## config.mk

```make
export PLATFORM = sky130hd
export DESIGN_NAME = graph_coloring_backtrack
export DESIGN_NICKNAME = d
export VERILOG_FILES = /design/src/rtl/core/gcb_pkg.sv /design/src/rtl/core/gcb_csr.sv /design/src/rtl/core/gcb_engine.sv /design/src/rtl/core/graph_coloring_backtrack.sv
export SDC_FILE = /design/constraint.sdc
export NUM_CORES = 1
export LEC_CHECK = 0
export BUFFER_PORTS_ARGS = -buffer_cell sky130_fd_sc_hd__buf_2
export CAP_MARGIN = 20
export CORE_MARGIN = 8
export CORE_UTILIZATION = 50
export CTS_CLUSTER_SIZE = 10
export DETAILED_ROUTE_END_ITERATION = 7
export PLACE_DENSITY = 0.79
export SYNTH_ARGS = -nofsm -noshare
export SYNTH_HDL_FRONTEND = slang
export SYNTH_HIERARCHICAL = 1
export SYNTH_SLANG_ARGS = --single-unit
```

## constraint.sdc

```tcl
create_clock -name clock -period 3.3 [get_ports clock]
set_clock_uncertainty 0.1 [all_clocks]
set_input_delay 0.165 -clock clock [delete_from_list [all_inputs] [get_ports clock]]
set_output_delay 0.165 -clock clock [all_outputs]
set_load 0.03 [all_outputs]
```

## src/rtl/core/gcb_pkg.sv

```systemverilog
`timescale 1ns / 1ps
// Shared constants, types and helper functions for the graph coloring block.
// Used by every module in rtl/core; depends on nothing else.
package gcb_pkg;

   localparam int MAX_VERTICES = 16;
   // Rows carry a 4-bit index, so no more than 16 vertices can ever be in use.
   localparam int VLIMIT       = (MAX_VERTICES < 16) ? MAX_VERTICES : 16;
   localparam int VW           = $clog2(VLIMIT);

   localparam int ROW_W        = 4;
   localparam int ADJ_W        = 16;
   localparam int VERTEX_W     = 4;
   localparam int COLOR_W      = 5;
   localparam int CSET_W       = 1 << COLOR_W;

   localparam int CSR_IDX_W    = 2;
   localparam int CSR_DATA_W   = 5;

   localparam logic [CSR_DATA_W-1:0] NUM_VERTICES_RST = CSR_DATA_W'(16);
   localparam logic [CSR_DATA_W-1:0] NUM_COLORS_RST   = CSR_DATA_W'(4);
   localparam logic [CSR_DATA_W-1:0] VLIMIT_CNT       = CSR_DATA_W'(VLIMIT);
   localparam logic [VW-1:0]         LAST_VTX_MAX     = VW'(VLIMIT - 1);

   typedef enum logic [CSR_IDX_W-1:0] {
      CSR_NUM_VERTICES = 2'd0,
      CSR_NUM_COLORS   = 2'd1
   } csr_reg_type;

   typedef struct packed {
      logic [VW-1:0]      last_vtx;
      logic [COLOR_W-1:0] colors;
   } cfg_type;

   typedef struct packed {
      logic [VERTEX_W-1:0] vertex;
      logic [COLOR_W-1:0]  color;
      logic                found;
      logic                last;
   } res_type;

   // Lowest set bit of a color mask, with a hit flag in the top bit.
   function automatic logic [COLOR_W:0] pick_color(input logic [CSET_W-1:0] avail);
      logic [COLOR_W:0] r;
      r = '0;
      for (int c = CSET_W - 1; c >= 0; c--) begin
         if (avail[c]) begin
            r = {1'b1, COLOR_W'(c)};
         end
      end
      return r;
   endfunction

endpackage

```

## src/rtl/core/gcb_csr.sv

```systemverilog
`timescale 1ns / 1ps
// Configuration registers: vertex count and color count.
// Depends on gcb_pkg.
module gcb_csr (
   input  logic                               clock,
   input  logic                               reset,
   input  logic                               csr_we,
   input  logic [gcb_pkg::CSR_IDX_W-1:0]      csr_index,
   input  logic [gcb_pkg::CSR_DATA_W-1:0]     csr_wdata,
   output gcb_pkg::cfg_type                   cfg
);

   logic [gcb_pkg::CSR_DATA_W-1:0] nv_ff;
   logic [gcb_pkg::CSR_DATA_W-1:0] nc_ff;

   always_ff @(posedge clock) begin
      if (reset) begin
         nv_ff <= gcb_pkg::NUM_VERTICES_RST;
         nc_ff <= gcb_pkg::NUM_COLORS_RST;
      end else if (csr_we) begin
         case (gcb_pkg::csr_reg_type'(csr_index))
            gcb_pkg::CSR_NUM_VERTICES: begin
               nv_ff <= csr_wdata;
            end
            gcb_pkg::CSR_NUM_COLORS: begin
               nc_ff <= csr_wdata;
            end
            default: begin
            end
         endcase
      end
   end

   // The vertex count is saturated into one to the vertex limit.
   always_comb begin
      if (nv_ff == '0) begin
         cfg.last_vtx = '0;
      end else if (nv_ff > gcb_pkg::VLIMIT_CNT) begin
         cfg.last_vtx = gcb_pkg::LAST_VTX_MAX;
      end else begin
         cfg.last_vtx = gcb_pkg::VW'(nv_ff - gcb_pkg::CSR_DATA_W'(1));
      end
      cfg.colors = nc_ff;
   end

endmodule

```

## src/rtl/core/gcb_engine.sv

```systemverilog
`timescale 1ns / 1ps
// Search engine: adjacency and color memories with the backtracking sequencer.
// Depends on gcb_pkg.
module gcb_engine (
   input  logic                            clock,
   input  logic                            reset,
   input  gcb_pkg::cfg_type                cfg,
   input  logic                            req_valid,
   output logic                            req_stall,
   input  logic [gcb_pkg::ROW_W-1:0]       req_row_index,
   input  logic [gcb_pkg::ADJ_W-1:0]       req_adj_row,
   input  logic                            req_start_solve,
   output logic                            res_push,
   output gcb_pkg::res_type                res,
   input  logic                            res_taken
);

   typedef enum logic [2:0] {
      S_IDLE, S_ROW, S_SCAN, S_DECIDE, S_BACK, S_OREAD, S_OLOAD, S_OWAIT
   } state_type;

   localparam logic [gcb_pkg::ROW_W:0] ROW_CAP = (gcb_pkg::ROW_W + 1)'(gcb_pkg::VLIMIT);

   state_type                          state_ff, state_in;
   logic [gcb_pkg::VW-1:0]             k_ff, k_in;
   logic [gcb_pkg::VW-1:0]             i_ff, i_in;
   logic [gcb_pkg::VW-1:0]             pidx_ff, pidx_in;
   logic                               pend_ff, pend_in;
   logic [gcb_pkg::COLOR_W-1:0]        s_ff, s_in;
   logic [gcb_pkg::CSET_W-1:0]         forb_ff, forb_in;
   logic                               found_ff, found_in;

   logic [gcb_pkg::VLIMIT-1:0]         adj_mem [gcb_pkg::VLIMIT];
   logic [gcb_pkg::VLIMIT-1:0]         adj_q;
   logic [gcb_pkg::COLOR_W-1:0]        col_mem [gcb_pkg::VLIMIT];
   logic [gcb_pkg::COLOR_W-1:0]        col_q;

   logic                               adj_we, adj_re;
   logic                               col_we, col_re;
   logic [gcb_pkg::VW-1:0]             col_raddr;
   logic [gcb_pkg::CSET_W-1:0]         avail;
   logic [gcb_pkg::COLOR_W:0]          pick;
   logic                               accept;
   logic                               row_ok;

   assign req_stall = (state_ff != S_IDLE);
   assign accept    = (state_ff == S_IDLE) && req_valid;
   assign row_ok    = ({1'b0, req_row_index} < ROW_CAP);

   // Adjacency memory: written only while idle, read once per vertex visit.
   always_ff @(posedge clock) begin
      if (adj_we) begin
         adj_mem[req_row_index[gcb_pkg::VW-1:0]] <= req_adj_row[gcb_pkg::VLIMIT-1:0];
      end
      if (adj_re) begin
         adj_q <= adj_mem[k_ff];
      end
   end

   // Color memory. A write and a read of the same entry never fall in the
   // same cycle, so no forwarding path is needed.
   always_ff @(posedge clock) begin
      if (col_we) begin
         col_mem[k_ff] <= pick[gcb_pkg::COLOR_W-1:0];
      end
      if (col_re) begin
         col_q <= col_mem[col_raddr];
      end
   end

   always_comb begin
      for (int c = 0; c < gcb_pkg::CSET_W; c++) begin
         avail[c] = (gcb_pkg::COLOR_W'(c) > s_ff) && (gcb_pkg::COLOR_W'(c) <= cfg.colors)
                    && !forb_ff[c];
      end
      pick = gcb_pkg::pick_color(avail);
   end

   always_comb begin
      state_in  = state_ff;
      k_in      = k_ff;
      i_in      = i_ff;
      pidx_in   = pidx_ff;
      pend_in   = pend_ff;
      s_in      = s_ff;
      forb_in   = forb_ff;
      found_in  = found_ff;
      adj_we    = 1'b0;
      adj_re    = 1'b0;
      col_we    = 1'b0;
      col_re    = 1'b0;
      col_raddr = i_ff;
      res_push  = 1'b0;
      case (state_ff)
         S_IDLE: begin
            if (accept) begin
               adj_we = row_ok;
               if (req_start_solve) begin
                  k_in     = '0;
                  s_in     = '0;
                  state_in = S_ROW;
               end
            end
         end
         S_ROW: begin
            adj_re  = 1'b1;
            forb_in = '0;
            if (k_ff != '0) begin
               col_re    = 1'b1;
               col_raddr = '0;
               pend_in   = 1'b1;
               pidx_in   = '0;
               i_in      = gcb_pkg::VW'(1);
            end else begin
               pend_in = 1'b0;
               i_in    = '0;
            end
            state_in = S_SCAN;
         end
         S_SCAN: begin
            if (pend_ff && adj_q[pidx_ff]) begin
               forb_in = forb_ff | (gcb_pkg::CSET_W'(1) << col_q);
            end
            if (i_ff != k_ff) begin
               col_re    = 1'b1;
               col_raddr = i_ff;
               pend_in   = 1'b1;
               pidx_in   = i_ff;
               i_in      = i_ff + gcb_pkg::VW'(1);
            end else begin
               pend_in  = 1'b0;
               state_in = S_DECIDE;
            end
         end
         S_DECIDE: begin
            if (pick[gcb_pkg::COLOR_W]) begin
               col_we = 1'b1;
               if (k_ff == cfg.last_vtx) begin
                  found_in = 1'b1;
                  k_in     = '0;
                  state_in = S_OREAD;
               end else begin
                  k_in     = k_ff + gcb_pkg::VW'(1);
                  s_in     = '0;
                  state_in = S_ROW;
               end
            end else if (k_ff == '0) begin
               found_in = 1'b0;
               state_in = S_OREAD;
            end else begin
               k_in      = k_ff - gcb_pkg::VW'(1);
               col_re    = 1'b1;
               col_raddr = k_ff - gcb_pkg::VW'(1);
               state_in  = S_BACK;
            end
         end
         S_BACK: begin
            s_in     = col_q;
            state_in = S_ROW;
         end
         S_OREAD: begin
            col_re    = 1'b1;
            col_raddr = k_ff;
            state_in  = S_OLOAD;
         end
         S_OLOAD: begin
            res_push = 1'b1;
            state_in = S_OWAIT;
         end
         S_OWAIT: begin
            if (res_taken) begin
               if (k_ff == cfg.last_vtx) begin
                  state_in = S_IDLE;
               end else begin
                  k_in     = k_ff + gcb_pkg::VW'(1);
                  state_in = S_OREAD;
               end
            end
         end
         default: begin
            state_in = S_IDLE;
         end
      endcase
   end

   always_comb begin
      res.vertex = gcb_pkg::VERTEX_W'(k_ff);
      res.color  = found_ff ? col_q : '0;
      res.found  = found_ff;
      res.last   = (k_ff == cfg.last_vtx);
   end

   always_ff @(posedge clock) begin
      if (reset) begin
         state_ff <= S_IDLE;
         pend_ff  <= 1'b0;
         found_ff <= 1'b0;
      end else begin
         state_ff <= state_in;
         pend_ff  <= pend_in;
         found_ff <= found_in;
      end
      k_ff    <= k_in;
      i_ff    <= i_in;
      pidx_ff <= pidx_in;
      s_ff    <= s_in;
      forb_ff <= forb_in;
   end

endmodule

```

## src/rtl/core/graph_coloring_backtrack.sv

```systemverilog
`timescale 1ns / 1ps
// Top level of the graph coloring block: configuration, search engine and
// result register. Depends on gcb_pkg, gcb_csr and gcb_engine.
//
// Usage. Each req_ item carries one row of the adjacency matrix; bit j of
// req_adj_row set means vertex req_row_index is adjacent to vertex j. While
// the block is idle, rows may follow back to back. The item with
// req_start_solve set is stored like any other row and then starts the search.
// While the search and the result drain run, req_stall stays high.
// The csr_ port sets num_vertices (index 0) and num_colors (index 1); it is
// always ready and must be written only while the block is idle.
// The search visits vertices in index order. A visit of vertex k reads its
// adjacency row, scans the colors of all earlier vertices one per cycle
// through the single read port of the color memory and then picks a color;
// a step back to a vertex first reloads its color. The worst case therefore
// grows with the number of backtracking steps, which depends on the graph.
// After the search, one rsp_ item per vertex follows, vertex 0 first, each
// read only after the previous one has been taken; rsp_last marks the
// final vertex. On failure every item has color 0 and found 0. A stall on rsp_
// holds the item in the result register and pauses the drain.
// Reset (synchronous, active high) returns the block to idle and restores the
// register defaults of 16 vertices and 4 colors; adjacency rows are not cleared.
module graph_coloring_backtrack (
   input  logic                            clock,
   input  logic                            reset,
   input  logic                            req_valid,
   output logic                            req_stall,
   input  logic [gcb_pkg::ROW_W-1:0]       req_row_index,
   input  logic [gcb_pkg::ADJ_W-1:0]       req_adj_row,
   input  logic                            req_start_solve,
   output logic                            rsp_valid,
   input  logic                            rsp_stall,
   output logic [gcb_pkg::VERTEX_W-1:0]    rsp_vertex,
   output logic [gcb_pkg::COLOR_W-1:0]     rsp_color,
   output logic                            rsp_found,
   output logic                            rsp_last,
   input  logic                            csr_valid,
   output logic                            csr_ready,
   input  logic [gcb_pkg::CSR_IDX_W-1:0]   csr_index,
   input  logic [gcb_pkg::CSR_DATA_W-1:0]  csr_wdata
);

   gcb_pkg::cfg_type cfg;
   gcb_pkg::res_type res;
   gcb_pkg::res_type res_ff;
   logic             res_push;
   logic             res_taken;
   logic             rsp_valid_ff;

   // The registers can always take a write, so the port never pushes back.
   assign csr_ready = 1'b1;

   gcb_csr u_csr (
      .clock     (clock),
      .reset     (reset),
      .csr_we    (csr_valid && csr_ready),
      .csr_index (csr_index),
      .csr_wdata (csr_wdata),
      .cfg       (cfg)
   );

   gcb_engine u_engine (
      .clock           (clock),
      .reset           (reset),
      .cfg             (cfg),
      .req_valid       (req_valid),
      .req_stall       (req_stall),
      .req_row_index   (req_row_index),
      .req_adj_row     (req_adj_row),
      .req_start_solve (req_start_solve),
      .res_push        (res_push),
      .res             (res),
      .res_taken       (res_taken)
   );

   // Result register. The engine pushes a new item only after the previous
   // one has been taken, so a push never meets a full register.
   assign res_taken = rsp_valid_ff && !rsp_stall;

   always_ff @(posedge clock) begin
      if (reset) begin
         rsp_valid_ff <= 1'b0;
      end else if (res_push) begin
         rsp_valid_ff <= 1'b1;
      end else if (res_taken) begin
         rsp_valid_ff <= 1'b0;
      end
      if (res_push) begin
         res_ff <= res;
      end
   end

   assign rsp_valid  = rsp_valid_ff;
   assign rsp_vertex = res_ff.vertex;
   assign rsp_color  = res_ff.color;
   assign rsp_found  = res_ff.found;
   assign rsp_last   = res_ff.last;

endmodule

```

==> summary.md <==
| Metric | Value |
|---|---|
| Area Growth Syn to Fin | `20.9%` |
| Routed WL per cell | `24.2 um` |
| FMAX | `297 MHz` |
| CTS Buf Count | `50` |
| Post-synth ARST share | `0%` |
| Post-synth EDFFs | `~420` |
| Clk pwr share | `between 20% and 30%` |
| Yosys warns | `6` |
| Post-Syn Nets | `1250` |
| CTS sink cnt | `roughly 430` |
| Fillers | `approximately 2700` |
| CP Launch Type | `flop` |
| Syn Std Cell Area | `about 19000 sq um` |
| Seq pwr share | `41.6%` |
| Status | `finished, violations left` |
| Dpl ws | `-0.372 ns` |
| Arrival time at the worst endpoint | `about 3.6 ns` |
| Initial Utilization | `about half` |
| Static Leak | `0.00791 uW` |
| Worst-margin pin slew | `0.770 ns` |
| Via count | `approximately 12000` |
| Hold EP | `u_csr/nc_ff[2]` |
| Nature of the critical path endpoint | `flop` |
| R2R depth | `12` |
| Worst hold margin | `0.0505 ns` |
| Largest net degree at the start of global routing | `75` |
| Period utilisation layout | `102%` |
| Sw Share | `31.6%` |
| Worst vdd rail ir drop | `~0.62 mV` |
| Reg clk slew, reported paths | `~0.06 ns` |
| Final Core Density | `about three fifths` |
| Final worst slack | `-0.0665 ns` |
| MaxCap Viol Count | `0` |
| Critical-path top delay cell | `or4_4` |
| Ratio of cells with drive above 1 in the final layout | `31.4%` |
| Die Ht | `approximately 210 um` |
| DRT iter0 DRCs | `approximately 1200` |
| DR DRC count | `0` |
| Cell mode on critical path | `o211ai_1` |
| Dpl cell area | `20900 sq um` |
| GRT overflow | `0` |
| Sequential fraction of the synthesis area | `67.2%` |
| Worst-Skew Late Latency | `slightly below 0.6 ns` |
| R2r startpoint | `u_engine/s_ff[2]` |
| Pwr dens | `roughly 760 nW/um^2` |
| Fin area | `between 20000 and 25000 sq um` |
| Global-route wire length before repair | `72500 um` |
| Die X | `between 200 and 250 um` |
| Rel. slew slack | `48.7%` |
| CTS Root Cell | `clkbuf_16` |
| CP Cell Sequence | `buf_2 -> or2_4 -> or3_1 -> a21oi_2 -> o21bai_2 -> nand3b_4 -> or4_4 -> nand3_4 -> buf_6 -> mux2_4 -> o211ai_1 -> o211ai_1` |
| Initial antenna violation count | `0` |
| RSZ-0062 raised after global routing | `yes` |
| Final setup fails | `5` |
| Initial DRT Pass Iterations | `5` |
| Total power | `approximately 18000 uW` |
| Cell count after synthesis | `approximately 1200` |
| Setup CP Type | `reg2reg` |
| Die area | `44700 sq um` |
| RD Place Congestion | `0.906` |
| Vias per inst | `just over 6` |
| Hold WC Path Type | `in2reg` |
| Logic pwr share | `31.1%` |
| Final net count | `~1500` |
| Core area | `around 38000 sq um` |
| Synth unique cells | `93` |
| Buffers on Ports | `between 40 and 50` |
| R2R Setup Slk | `-0.07 ns` |
| Crit-path max FO | `6` |
| Clk buf depth | `3` |
| Total global routing track utilization | `21.3%` |
| N_diodes | `0` |
| NetSw | `roughly 5600 uW` |
| Failing checks | `negative setup slack` |
| Max-slew violation count | `0` |
| Vias in the first global route | `around 12000` |
| H-Tree Level Count | `2` |
| Hold depth | `4` |
| Slowest stage delay, CP | `about 0.48 ns` |
| Routed WL | `47100 um` |
| Reg2Reg Capture Point | `u_engine/col_q[2]` |
| Rows | `71` |
| Seq cells post-synth | `between 400 and 500` |
| Dpl hpwl | `30100 um` |
| ANT nets after route | `0` |
| Fin. Hold Viols | `0` |
| Synthesized area per cell | `around 16 sq um` |
| CTS tree | `done` |
| Hold path start | `csr_index[0]` |
| Fin crit period | `3.37 ns` |
| Ys flop type | `edfxtp_1` |
| Top Ports | `47` |
| Req. time, crit path | `between 3 and 4 ns` |
| Cell internal pwr | `12100 uW` |
## area by class of cell
| class | count | area [sq um] | area share (%) |
|---|---|---|---|
| sequential | 432 | 12800 | 55.6 |
| inverter | 20 | 75.1 | 0.325 |
| tap | 511 | 639 | 2.77 |
| multi-input combinational | 671 | 6120 | 26.6 |
| clock buffer | 59 | 1320 | 5.71 |
| clock inverter | 5 | 67.6 | 0.293 |
| timing repair buffer | 251 | 2020 | 8.74 |
## logic make-up (layout without fill, tap and decap cells)
group	after synthesis	count (layout)	synth area share [%]
xor gates and xnor gates	12	12	0.551
and+or+nand+nor	286	286	7.99
buffers and inverters	100	335	2.51
AOI/OAI and AO/OA	247	247	9.39
adders and majority gates	16	16	1.04
DFF	432	432	67.2
muxes	109	109	11.4
other	1	1	0.0197
## cell usage after synthesis, drive strengths merged (9+ instances only)
| master | n | area (sq um) |
|---|---|---|
| nand4 | 14 | 87.6 |
| o211ai | 24 | 180 |
| dfxtp | 16 | 320 |
| and3 | 10 | 63.8 |
| a21oi | 60 | 312 |
| o31a | 15 | 131 |
| nand3 | 15 | 92.6 |
| mux2i | 15 | 150 |
| nor2b | 15 | 96.3 |
| edfxtp | 416 | 12500 |
| and2 | 17 | 106 |
| inv | 20 | 75.1 |
| nor3 | 27 | 161 |
| o21ai | 28 | 140 |
| a211oi | 9 | 72.6 |
| nand2 | 42 | 158 |
| nand2b | 10 | 70.1 |
| nor2 | 100 | 375 |
| mux2 | 9 | 101 |
| a211o | 21 | 184 |
| buf | 45 | 273 |
| mux4 | 85 | 1910 |
| ha | 14 | 175 |
| clkbuf | 35 | 131 |
## power by group through the flow
stage               logic, uW  registers, uW  clock network, uW
finish                   5470           7330               4810
detailed placement       5010           7390                  0
floorplan                3340           7130                  0
global route             5880           7350               5100
CTS                      5340           7290               4900
global placement         4920           7370                  0
## cells in the final DEF (no fill, tap or decap), drive strengths merged, types with 27 or more instances in the layout
cell type | Yosys | layout
nand2 | 42 | 42
a21oi | 60 | 60
clkbuf | 35 | 59
nor3 | 27 | 27
buf | 45 | 215
edfxtp | 416 | 416
o21ai | 28 | 28
nor2 | 100 | 100
mux4 | 85 | 85
dlygate4sd3 | 0 | 36
## critical path: cells and delay by family, from the launching register on
kind | cells | cell delay, ns
simple gates | 5 | 1.45
compound gates | 4 | 0.57
flops | 1 | 0.40
buf+inv | 2 | 0.30
mux | 1 | 0.30
## worst max-delay path by stage
stage	startpoint	endpoint	slack [ns]	depth (start not counted)
final	u_engine/s_ff[2]	u_engine/col_q[2]	-0.07	12
after global routing	u_csr/nc_ff[3]	u_engine/col_q[3]	-0.21	14
after CTS	u_csr/nc_ff[4]	u_engine/col_q[3]	-0.08	12
after detailed placement	u_csr/nc_ff[0]	u_engine/col_q[3]	-0.37	12
after global placement	u_csr/nc_ff[0]	u_engine/col_q[3]	-0.25	11
after floorplan	u_engine/s_ff[3]	u_engine/col_mem[1][0]	-0.02	11
## state kept, by name (all words and copies together) (netlist names), 4 cells and up
name              flops
u_engine/adj_mem    256
u_engine/col_mem     80
u_engine/forb_ff     31
u_engine/adj_q       16
rsp_color             5
u_csr/nc_ff           5
u_csr/nv_ff           5
u_engine/col_q        5
u_engine/s_ff         5
rsp_vertex            4
u_engine/i_ff         4
u_engine/k_ff         4
u_engine/pidx_ff      4
## routing by layer
layer / vias to the layer above / routed length (um) / part of all wire (%) / global-route usage, %
li1: 5260 / - / - / -
met1: 6002 / 18700 / 40 / 27.6
met2: 528 / 23800 / 50 / 36.5
met3: 89 / 3500 / 7.4 / 3.30
met4: 0 / 1170 / 2.5 / 6.76
met5: - / 0 / 0 / 0
## stage by stage
step	setup TNS [ns]	std cells
after floorplan	-0.255	1203
after global placement	-1.25	1836
after detailed placement	-1.76	1836
after CTS	-0.223	1948
after global routing	-1.03	1949
final	-0.287	1949
## timing repair
action / in CTS / in global routing
buffers inserted: 12 / 0
endpoints found under the hold margin: 271 / 0
resized for setup: 52 / 20
pin swaps: 17 / 13
cloned: 0 / 1
setup endpoints to repair: 6 / 31
hold buffers: 36 / 0
Note: power is estimated with default switching activity, not from simulation.
